<file path="src/rtl/hrfp_pkg.sv">
// Shared types and constants for the hex request frame parser.
package hrfp_pkg;

    localparam int unsigned FRAME_CHARS = 14;
    localparam int unsigned POS_W       = 4;

    // Field boundaries (character positions within a frame)
    localparam logic [POS_W-1:0] POS_SRV_END = 4'd1;
    localparam logic [POS_W-1:0] POS_FUN_END = 4'd3;
    localparam logic [POS_W-1:0] POS_REG_BEG = 4'd4;
    localparam logic [POS_W-1:0] POS_REG_END = 4'd7;
    localparam logic [POS_W-1:0] POS_CNT_BEG = 4'd8;
    localparam logic [POS_W-1:0] POS_CNT_END = 4'd11;
    localparam logic [POS_W-1:0] POS_CHK_BEG = 4'd12;
    localparam logic [POS_W-1:0] POS_SRV_BEG = 4'd0;
    localparam logic [POS_W-1:0] POS_FUN_BEG = 4'd2;
    localparam logic [POS_W-1:0] POS_LAST    = POS_W'(FRAME_CHARS - 1);
    localparam logic [POS_W-1:0] POS_DONE    = POS_W'(FRAME_CHARS);

    // ASCII codes
    localparam logic [7:0] CH_DIGIT_0 = 8'h30;
    localparam logic [7:0] CH_DIGIT_9 = 8'h39;
    localparam logic [7:0] CH_UPPER_A = 8'h41;
    localparam logic [7:0] CH_UPPER_F = 8'h46;
    localparam logic [7:0] CH_LOWER_A = 8'h61;
    localparam logic [7:0] CH_LOWER_F = 8'h66;
    localparam logic [7:0] HEX_TEN    = 8'd10;

    typedef struct packed {
        logic [7:0] char_code;
        logic       frame_start;
    } t_hrfp_in;

    typedef struct packed {
        logic [7:0]  server_addr;
        logic [7:0]  function_code;
        logic [15:0] start_register;
        logic [15:0] register_count;
        logic [7:0]  check_byte;
    } t_hrfp_out;

    typedef struct packed {
        logic [3:0] nib;
        logic       ok;
    } t_hrfp_nib;

endpackage

</file>
<file path="src/rtl/hex_request_frame_parser.sv">
// Top level: parses a hex character stream into request frame fields.
//
//  channel | direction | handshake               | word
//  --------+-----------+-------------------------+-----------------------------
//  in      | sink      | i_in_valid / o_in_ready | char_code, frame_start
//  out     | source    | o_out_valid/i_out_ready | five decoded frame fields
//
// One character per cycle; the result of the 14th character shows on the
// output register the cycle after it is taken.
// Throughput is set by the single output register: input stalls only while
// a result sits there and is not being taken.
// Reset (synchronous, active low) clears position, field state and output valid.
// Characters after the 14th are absorbed without a result until frame_start.
module hex_request_frame_parser (
    input  logic                i_clk,
    input  logic                i_rst_n,
    input  logic                i_in_valid,
    output logic                o_in_ready,
    input  hrfp_pkg::t_hrfp_in  i_in_data,
    output logic                o_out_valid,
    input  logic                i_out_ready,
    output hrfp_pkg::t_hrfp_out o_out_data
);
    import hrfp_pkg::*;

    logic [POS_W-1:0] r_pos,  n_pos;
    logic [15:0]      r_acc,  n_acc;
    logic             r_bad,  n_bad;
    logic [7:0]       r_srv,  n_srv;
    logic [7:0]       r_fun,  n_fun;
    logic [15:0]      r_reg,  n_reg;
    logic [15:0]      r_cnt,  n_cnt;
    logic             r_ovld, n_ovld;
    t_hrfp_out        r_out,  n_out;

    logic             w_in_fire;
    logic             w_last;
    logic [POS_W-1:0] w_pos;
    logic             w_first;
    logic [15:0]      w_acc_base;
    logic [15:0]      w_value;
    t_hrfp_nib        w_dec;

    hrfp_nibble_dec u_dec (
        .i_char (i_in_data.char_code),
        .o_dec  (w_dec)
    );

    assign o_in_ready  = !r_ovld || i_out_ready;
    assign w_in_fire   = i_in_valid && o_in_ready;
    assign o_out_valid = r_ovld;
    assign o_out_data  = r_out;

    always_comb begin
        w_pos      = i_in_data.frame_start ? '0 : r_pos;
        w_first    = w_pos inside {POS_SRV_BEG, POS_FUN_BEG, POS_REG_BEG,
                                   POS_CNT_BEG, POS_CHK_BEG};
        w_acc_base = w_first ? 16'd0 : r_acc;
        w_last     = (w_pos == POS_LAST);

        n_pos  = r_pos;
        n_acc  = r_acc;
        n_bad  = r_bad;
        n_srv  = r_srv;
        n_fun  = r_fun;
        n_reg  = r_reg;
        n_cnt  = r_cnt;
        n_out  = r_out;
        n_ovld = r_ovld && !i_out_ready;

        n_acc   = {w_acc_base[11:0], w_dec.nib};
        n_bad   = (r_bad && !w_first) || !w_dec.ok;
        w_value = n_bad ? 16'd0 : n_acc;

        if (w_in_fire) begin
            n_pos = w_pos;
            if (w_pos < POS_DONE) begin
                n_pos = w_pos + POS_W'(1);
                case (w_pos)
                    POS_SRV_END: n_srv = w_value[7:0];
                    POS_FUN_END: n_fun = w_value[7:0];
                    POS_REG_END: n_reg = w_value;
                    POS_CNT_END: n_cnt = w_value;
                    default:     ;
                endcase
                if (w_last) begin
                    n_ovld               = 1'b1;
                    n_out.server_addr    = r_srv;
                    n_out.function_code  = r_fun;
                    n_out.start_register = r_reg;
                    n_out.register_count = r_cnt;
                    n_out.check_byte     = w_value[7:0];
                end
            end else begin
                n_acc = r_acc;
                n_bad = r_bad;
            end
        end else begin
            n_acc = r_acc;
            n_bad = r_bad;
        end
    end

    always_ff @(posedge i_clk) begin
        if (!i_rst_n) begin
            r_pos  <= '0;
            r_acc  <= '0;
            r_bad  <= 1'b0;
            r_srv  <= '0;
            r_fun  <= '0;
            r_reg  <= '0;
            r_cnt  <= '0;
            r_ovld <= 1'b0;
        end else begin
            r_pos  <= n_pos;
            r_acc  <= n_acc;
            r_bad  <= n_bad;
            r_srv  <= n_srv;
            r_fun  <= n_fun;
            r_reg  <= n_reg;
            r_cnt  <= n_cnt;
            r_ovld <= n_ovld;
        end
    end

    always_ff @(posedge i_clk) begin
        r_out <= n_out;
    end

`ifndef ASSERT_OFF
    a_pos_range: assert property (@(posedge i_clk) disable iff (!i_rst_n)
        r_pos <= POS_DONE)
        else $error("frame position out of range");

    a_result_from_word: assert property (@(posedge i_clk) disable iff (!i_rst_n)
        $rose(o_out_valid) |-> $past(w_in_fire))
        else $error("result appeared without an accepted word");

    a_done_after_last: assert property (@(posedge i_clk) disable iff (!i_rst_n)
        (w_in_fire && w_last) |=> (r_pos == POS_DONE) && o_out_valid)
        else $error("last character did not complete the frame");
`endif

endmodule

</file>
<file path="src/rtl/hrfp_nibble_dec.sv">
// ASCII hex character to nibble decoder.
module hrfp_nibble_dec (
    input  logic [7:0]         i_char,
    output hrfp_pkg::t_hrfp_nib o_dec
);
    import hrfp_pkg::*;

    logic [7:0] w_diff;

    always_comb begin
        w_diff = 8'd0;
        o_dec  = '0;
        if (i_char inside {[CH_DIGIT_0:CH_DIGIT_9]}) begin
            w_diff    = i_char - CH_DIGIT_0;
            o_dec.ok  = 1'b1;
        end else if (i_char inside {[CH_UPPER_A:CH_UPPER_F]}) begin
            w_diff    = i_char - CH_UPPER_A + HEX_TEN;
            o_dec.ok  = 1'b1;
        end else if (i_char inside {[CH_LOWER_A:CH_LOWER_F]}) begin
            w_diff    = i_char - CH_LOWER_A + HEX_TEN;
            o_dec.ok  = 1'b1;
        end
        o_dec.nib = w_diff[3:0];
    end

endmodule

</file>
<file path="config.mk">
export PLATFORM = sky130hd
export DESIGN_NAME = hex_request_frame_parser
export DESIGN_NICKNAME = d
export VERILOG_FILES = /design/src/rtl/hrfp_pkg.sv /design/src/rtl/hex_request_frame_parser.sv /design/src/rtl/hrfp_nibble_dec.sv
export SDC_FILE = /design/constraint.sdc
export NUM_CORES = 1
export LEC_CHECK = 0
export BUFFER_PORTS_ARGS = -buffer_cell sky130_fd_sc_hd__buf_2
export CAP_MARGIN = 30
export CELL_PAD_IN_SITES_DETAIL_PLACEMENT = 0
export CELL_PAD_IN_SITES_GLOBAL_PLACEMENT = 1
export CORE_MARGIN = 1
export CORE_UTILIZATION = 41
export DETAILED_ROUTE_END_ITERATION = 10
export PLACE_DENSITY = 0.79
export SYNTH_ARGS = -nofsm -noshare
export SYNTH_HDL_FRONTEND = slang
export SYNTH_HIERARCHICAL = 1
export SYNTH_SLANG_ARGS = --single-unit
</file>
<file path="constraint.sdc">
create_clock -name i_clk -period 8 [get_ports i_clk]
set_clock_uncertainty 0.2 [all_clocks]
set_input_delay 1.2 -clock i_clk [delete_from_list [all_inputs] [get_ports i_clk]]
set_output_delay 1.2 -clock i_clk [all_outputs]
set_load 0.05 [all_outputs]
</file>
Word level (Yosys, flattened, before mapping). Index checks and enable logic that the tools add are counted.

Output and inout bits: 58. Bits of input ports: 13. Word-level logic and storage cells: 68. Bits in registers: 122.

Magnitude comparators: 7. Eq/ne operators: 9. Reduce and logical (&&, ||, !) cells: 20. Add/subtract/negate cells: 6. Mux-type cells: 13.

Operators by type and width (number): 4-bit 2-to-1 mux (5); 4-bit equality test (second input constant) (4); 8-bit by 7-bit greater-or-equal comparator with 1-bit output (second input constant) (2); 8-bit by 7-bit less-or-equal comparator with 1-bit output (second input constant) (2); 16-bit 2-to-1 mux (1); 3-bit AND reduction (5); 12-bit 2-to-1 mux (1); 4-bit by 1-bit subtractor with 4-bit output (second input constant) (3); 4-bit adder (second input constant) (2); 4-bit by 2-bit equality test with 1-bit output (second input constant) (2); 4-bit by 3-bit equality test with 1-bit output (second input constant) (2); 8-bit by 6-bit greater-or-equal comparator with 1-bit output (second input constant) (1); 8-bit by 6-bit less-or-equal comparator with 1-bit output (second input constant) (1); 1-bit logical AND (6); 1-bit 2-to-1 mux (6); 5-bit nonzero test (1); 4-bit by 1-bit adder with 4-bit output (second input constant) (1); 4-bit by 1-bit equality test with 1-bit output (second input constant) (1); 1-bit logical NOT (4); 4-bit logical NOT (1); 4-bit < comparator (second input constant) (1); 1-bit logical OR (2); 2-bit AND reduction (1).

Logic depth before layout (Yosys ltp). Gate-level depths: netlist of run 1.

Depth in word-level cells: 8. Depth in mapped cells: 10. Depth with buffers taken out: 9.

Hierarchy. Netlist of run 1, hierarchy kept.

By module, submodules not included: hex_request_frame_parser (sequential area each 3002.9 sq um, cells each 303, times used 1, area each 4186.5 sq um); hrfp_nibble_dec (sequential area each 0.0 sq um, cells each 25, times used 1, area each 192.7 sq um).

Worst setup path before layout of run 1. No wires, ideal clock.

Path type: input -> register. Start: input i_out_ready. End: register r_out, in the netlist o_out_data[0], enable pin. Data required time: 7188 ps. Stages on the path: 5. Library setup time: 612 ps. Arrival time: 7373 ps. Slack: -185 ps. Path buffers: 1. Cell sequence: nor2b_1 buf_6 inv_1 nand3_1 nor4_1.

Word-level cells in the longest chain between the ends: 3.

Ends and longest elaborated chain: start: declaration (RTL line hex_request_frame_parser.sv:21) `input logic i_out_ready,`; 1-bit logical OR (RTL line hex_request_frame_parser.sv:49) `assign o_in_ready = !r_ovld || i_out_ready;`; via o_in_ready (RTL line hex_request_frame_parser.sv:18) `output logic o_in_ready,`; 1-bit logical AND (RTL line hex_request_frame_parser.sv:50) `assign w_in_fire = i_in_valid && o_in_ready;`; 3-bit AND reduction (no source line); end signal: assignment (RTL line hex_request_frame_parser.sv:127) `r_out <= n_out;`; end: declaration (RTL line hex_request_frame_parser.sv:34) `t_hrfp_out r_out, n_out;`.

The timed path passes the listed nets, and every way through them passes these cells. A chain may end at the register's enable or synchronous reset.

Worst setup path in the final report of run 1.
Start: input i_out_ready. End: output o_in_ready.

Word-level cells in the longest chain between the ends: 1.

Ends and longest elaborated chain (RTL line): 1-bit logical OR (hex_request_frame_parser.sv:49); end: declaration (hex_request_frame_parser.sv:18).

Every way passes these cells.

==> results.md, run 1 <==
* CTS tree: done
* Critical path cell sequence: buf_2 > nor2b_1 > inv_1 > buf_2
* Clock slew at reported path FFs at 50 ps
* Max FFs per register at 56
* Root buf cell: clkbuf_8
* Setup repair bufs after CTS at 0
* Leakage power at 1.946 nW
* WS Path Type: in2out
* Area growth syn-to-layout at 22.26%
* Final hold vios at 0
* Asr flop ratio synth at 0
* Final Setup Violations at 0
* Routed vias at 2821
* PortBufs at 70
* Placeable Area at 10320 um2
* Compound-Gate Fraction of Synth Area at 0.1417
* DRC at 0
* EDFF count, synth at 56
* Cell at the slowest stage of the critical path: nor2b_1
* Clk sinks at 122
* Mean Syn Cell Area at 13.35 um2
* Xor and xnor area share after synthesis at 0
* Maximum clock path buffer count at 2
* H-tree depth at 4
* Dominant cell type by area after synthesis: edfxtp_1
* Tcrit/Tclk final at 0.4875
* DRT Pass-1 Iters at 4
* Netlist cell types at 54
* Layout cells sized above 1 at 0.2712
* CP delay by family, top: simple AND/OR/NAND/NOR gates
* Worst skew pair latency at 520 ps
* Worst slew pin tran at 1030 ps
* Unrepaired setup endpoints after global routing: false
* Max IR drop VDD at 0.1073 mV
* Yosys top cell area share at 0.3840
* Min Clock Period, post-route at 3900 ps
* Max Slew Vio Count at 0
* Final ANT Viol Nets at 0
* Post-Route Setup TNS at 0 ps
* Synth Register Bits at 122
* Main combinational cell family by area after synthesis: compound AO/OA/AOI/OAI gates
* Seq/Total Area, Yosys at 0.6857
* Antenna diodes at 0
* Post-Synth Simple-Gate Area at 0.1160
* DIE WIDTH at 105.4 um
* Net count reported at finish at 417
* Tot Pwr at 1.366 mW
* Max-Cap Viols at 0
* Largest net degree at the start of global routing at 43
* Drt initial violations at 160
* Total congestion overflow at 0
* CTS buffer count at 17
* Non-Filler Instances at 549
* Synth Warn # at 6
* Placed cells at 518
* Initial Utilization at 0.4242
* Layout filler cell count at 901
* Worst-path maximum fanout at 9
* # resized after CTS at 0
* WP data arrival at 2500 ps
* CP peak stage delay at 660 ps
* Hold crit path type: reg2reg
* Final HPWL DP at 5.697 mm
* Worst path buffer plus inverter count at 3
* Fmax at 256.4 MHz
* Final wirelength at 8.390 mm
* Status: completed
* Most frequent CP cell: buf_2
* Post-Synth Adder-Cell Area at 0.008571
* Initial antenna violation count at 0
* I/O pin total at 71
* RD Place Congestion at 0.7960
* Top post-synthesis cells by area: edfxtp_1 38%, dfxtp_1 30%, a22o_1 3.8%
* Reg2Reg Setup Slack at 5400 ps
* Startpoint Class: input port
* Die ar. at 11100 um2
* Top_reg_cell synth: dfxtp_1
* Gr usage total at 0.1606
* WP data required at 6600 ps
* Syn Inst Count at 328
* Vias in the first global route at 2647
* Cell Rows at 37
* Global-route wire length before repair at 13.28 mm
* Endpoint class of the critical path: output port
* Mux cell area share after synthesis at 0.01143
* Synthesized Nets at 344
* Hold_buf cts at 0
* Pwr Density at 255.2 nW/um2
* Vias per cell at 5.138
* Die Height at 105.4 um
* WL per Instance at 15.28 um
* Mapped Area at 4379 um2
* Slew Limit Headroom at 0.3074
-- placed cells by master (no fill, tap or decap), drive strengths merged, types with 2 or more instances in the layout --
master / instances
buf: 72
a21o: 2
nor2: 12
or2: 2
ha: 3
a22o: 21
nor3: 3
and3: 9
dfxtp: 66
a32o: 12
clkbuf: 21
a311oi: 3
a21oi: 3
nor4: 5
o22ai: 20
nand2b: 3
edfxtp: 56
mux2i: 5
o21ai: 2
and4: 2
nor2b: 5
inv: 13
clkinvlp: 2
o2bb2ai: 4
nand3: 8
bufinv: 2
nand2: 33
o211a: 2
clkinv: 7
-- stage by stage --
stage | instance area, um2 | util | setup slack [ps] | hold WS (ps)
after CTS | 5354 | 0.5186 | 4120 | 230.4
after floorplan | 4385 | - | 2184 | 208.1
after global placement | 4822 | 0.4671 | 4152 | 212.8
final | 5354 | 0.5186 | 4100 | 231.2
after detailed placement | 4822 | 0.4671 | 4110 | 219.6
after global routing | 5354 | 0.5186 | 3979 | 240.7
-- cell type report --
class / instances / area [um2] / share of cell area
well taps: 136 / 170.2 / 0.03178
clock inverters: 10 / 102.6 / 0.01916
inverters: 14 / 52.55 / 0.009815
repair buffers: 72 / 365.4 / 0.06824
multi-input cells: 174 / 1231 / 0.2300
flip-flops and latches: 122 / 3003 / 0.5609
clock buffers: 21 / 429.2 / 0.08016
-- power breakdown --
part           total [mW]  internal (mW)  switching (mW)
sequential          0.651          0.649         0.00278
combinational      0.0302        0.00939          0.0208
clock               0.685          0.435           0.249
total                1.37           1.09           0.273
-- cell usage after synthesis, types with 2 or more instances --
library cell and number:
and4_1 2, a32o_1 12, nor2_1 11, dfxtp_1 66
nand2_1 32, and3_1 9, mux2i_1 5, a22o_2 2
o22ai_1 20, nand2b_1 2, nor2b_1 5, edfxtp_1 56
inv_1 13, buf_2 5, o2bb2ai_1 4, nor4_1 2
a22o_1 19, ha_1 3, clkbuf_1 7, a21oi_1 3
o211a_1 2, nand3_1 8, buf_6 3, nor3_1 3
buf_4 3, nor4_2 2, a311oi_1 2
-- final timing paths --
| check | start | end | cells past startpoint |
|---|---|---|---|
| hold / removal | r_cnt[14]$_SDFFE_PN0P_ | o_out_data[22]$_DFFE_PP_ | 0 |
| setup reg to reg | o_out_valid$_SDFF_PN0_ | r_cnt[10]$_SDFFE_PN0P_ | 4 |
| hold reg to reg | r_cnt[14]$_SDFFE_PN0P_ | o_out_data[22]$_DFFE_PP_ | 0 |
| setup / recovery | i_out_ready | o_in_ready | 4 |
-- cells by family (layout without fill, tap and decap cells) --
group / Yosys count / in the layout
compound gates: 77 / 77
fa+ha+maj: 3 / 3
buf+inv: 32 / 117
flops: 122 / 122
mux: 5 / 5
simple gates: 89 / 89
-- layer usage --
layer | vias up | wire [um] | global-route usage
met5 | - | 0 | 0
met3 | 14 | 346 | 0.04576
met2 | 64 | 4262 | 0.2660
met4 | 0 | 136 | 0.08451
li1 | 1394 | - | -
met1 | 1349 | 3644 | 0.1892
No activity file was read; power rests on OpenSTA's default activity.
==> run 2: changes to the inputs <==
CORE_UTILIZATION = 45   (was 41)
PLACE_DENSITY = 0.82   (was 0.79)
clock period = 3.6 ns   (was 8 ns; I/O delays follow)
==> run 2 against run 1 <==
  * Non-clock buffer count grew 4
  * Clock-buffer cell count shrank 3
  * Combinational power grew 130%
  * Sequential share of layout area shrank 0.34 points
  * Sequential power grew 120%
  * Highest routed layer unchanged
==> results.md, run 2 (synthesis gave the netlist of run 1 again) <==
* Clk pwr share at 0.500 (about the same)
* Max-Cap Viols at 0 (unchanged)
* Worst path buffer plus inverter count at 2 (-1)
* Vias in the first global route at 2678 (+1.2%)
* Max FFs per register at 56 (unchanged)
* WP data required at 3830 ps (-2770 ps)
* Global-route wire length before repair at 13.83 mm (+4.2%)
* Startpoint Class: input port
* PortBufs at 70 (unchanged)
* CP delay by family, top: simple AND/OR/NAND/NOR gates
* Hold_buf cts at 0 (unchanged)
* Routed vias at 2925 (+3.7%)
* Sequential power share at 0.477 (about the same)
* Final instance area at 5389 um2 (+0.65%)
* Hold crit path type: in2reg
* Clk sinks at 122 (unchanged)
* CP peak stage delay at 540 ps (-120 ps)
* Final hold vios at 0 (unchanged)
* Endpoint class of the critical path: register
* Placed cells at 515 (-0.58%)
* DRT Pass-1 Iters at 4 (unchanged)
* Min Clock Period, post-route at 2578 ps
* Total congestion overflow at 0 (unchanged)
* Non-Filler Instances at 547 (-0.36%)
* Setup repair bufs after CTS at 0 (unchanged)
* CTS tree: done
* Placeable Area at 9328 um2 (-9.6%)
* Maximum clock path buffer count at 2 (unchanged)
* Critical path cell sequence: buf_2 > or4b_4 > a311oi_2 > or2_1 > inv_1 > nor3_1 > nand3_1 > o22ai_1
* # resized after CTS at 0 (unchanged)
* I/O pin total at 71 (unchanged)
* Cell at the slowest stage of the critical path: or4b_4
* Fmax at 387.9 MHz
* Most common cell after layout, fill and taps aside: buf_2
* Unrepaired setup endpoints after global routing: false
* Pwr Density at 562.7 nW/um2 (+120%)
* Worst slew pin tran at 900.7 ps (-129.7 ps)
* Root buf cell: clkbuf_8
* Net count reported at finish at 421 (+0.96%)
* Clock slew at reported path FFs at 60 ps (about the same)
* Cell Int Power at 2.377 mW (+120%)
* Die Height at 100.7 um (-4.5%)
* Worst hold slack at 171.2 ps (-59.96 ps)
* Gr usage total at 0.1838 (+0.02321)
* Max Slew Vio Count at 0 (unchanged)
* Net Sw Frac at 0.2161 (+0.01625)
* Worst skew pair latency at 500 ps (-20 ps)
* Slew Limit Headroom at 0.3973 (+0.08996)
* Final Setup Violations at 0 (unchanged)
* WL per Instance at 15.79 um (+3.3%)
* Area growth syn-to-layout at 23.06%
* H-tree depth at 4 (unchanged)
* Initial antenna violation count at 0 (unchanged)
* DRC at 0 (unchanged)
* RD Place Congestion at 0.8006 (+0.58%)
* Final HPWL DP at 5.655 mm (-0.73%)
* P_sw at 0.6552 mW (+140%)
* Max IR drop VDD at 0.2284 mV (+110%)
* Antenna diodes at 0 (unchanged)
* Leakage power at 1.968 nW (+1.1%)
* WP data arrival at 2810 ps (+310 ps)
* Final ANT Viol Nets at 0 (unchanged)
* Tot Pwr at 3.032 mW (+120%)
* Die ar. at 10130 um2 (-8.7%)
* Cell Rows at 35 (-5.4%)
* Status: completed
* Vias per cell at 5.347 (+4.1%)
* Worst-path maximum fanout at 10 (+1)
* Largest net degree at the start of global routing at 42 (-2.3%)
* Initial Utilization at 0.4695 (+0.04529)
* Post-Route Setup TNS at 0 ps (unchanged)
* CTS buffer count at 17 (unchanged)
* Drt initial violations at 140 (-13%)
* Most used cells in the layout excluding fill and tap cells: 70 x buf_2, 65 x dfxtp_1, 56 x edfxtp_1
* Dpl cell area at 4848 um2 (+0.54%)
* Final wirelength at 8.638 mm (+3.0%)
* WS Path Type: in2reg
* Layout filler cell count at 742 (-18%)
* DIE WIDTH at 100.7 um (-4.5%)
* Comb power frac at 0.023 (about the same)
* Layout cells sized above 1 at 0.2919 (+0.02068)
* Tcrit/Tclk final at 0.7162
[run 2: changes by cell type in the layout (fill, tap and decap cells not counted)]
cell,delta
buf_4,+4
clkbuf_1,-3
clkinv_4,+3
inv_6,+3
clkinv_2,-2
clkinvlp_4,+2
bufinv_16,-1
dfxtp_1,-1
dfxtp_2,+1
inv_1,-1
[run 2: final timing paths]
path,end,cells after the start,slack (ps),startpoint
worst max-delay path,r_reg[4]$_SDFFE_PN0P_,8,1020,i_in_data[8]
worst min-delay path,r_pos[3]$_SDFFE_PN0P_,2,170,i_in_valid
worst max register to register,r_reg[8]$_SDFFE_PN0P_,4,1290,r_pos[2]$_SDFFE_PN0P_
worst min register to register,o_out_data[14]$_DFFE_PP_,0,230,r_cnt[6]$_SDFFE_PN0P_
[run 2: per-stage QoR]
step | util | setup slack [ps]
2_1_floorplan | - | 30.84
3_3_place_gp | 0.5198 | 641.1
3_5_place_dp | 0.5198 | 549.9
4_1_cts | 0.5777 | 1062
5_1_grt | 0.5777 | 879.2
6_report | 0.5777 | 1022
[run 2: layout make-up]
| cell class | instances | area (um2) | area share |
|---|---|---|---|
| repair buffers | 76 | 395.4 | 0.07337 |
| multi-input cells | 174 | 1231 | 0.2285 |
| well taps | 129 | 161.4 | 0.02995 |
| inverters | 14 | 56.30 | 0.01045 |
| clock inverters | 14 | 122.6 | 0.02275 |
| flip-flops and latches | 122 | 3004 | 0.5575 |
| clock buffers | 18 | 417.9 | 0.07755 |
[run 2: routing by layer]
layer | up-vias | part of all wire | GRT usage
met5 | - | 0 | 0
met4 | 0 | 0.013 | 0.08807
met1 | 1428 | 0.43 | 0.2230
met2 | 81 | 0.51 | 0.3030
met3 | 9 | 0.047 | 0.05132
li1 | 1407 | - | -
[run 2: power groups by stage]
| stage | Sequential [mW] | Clock (mW) | Combinational, mW |
|---|---|---|---|
| 2_1_floorplan | 1.47 | 0 | 0.0510 |
| 3_3_place_gp | 1.48 | 0 | 0.0667 |
| 3_5_place_dp | 1.48 | 0 | 0.0685 |
| 4_1_cts | 1.45 | 1.54 | 0.0693 |
| 5_1_grt | 1.45 | 1.60 | 0.0768 |
| 6_report | 1.45 | 1.52 | 0.0694 |
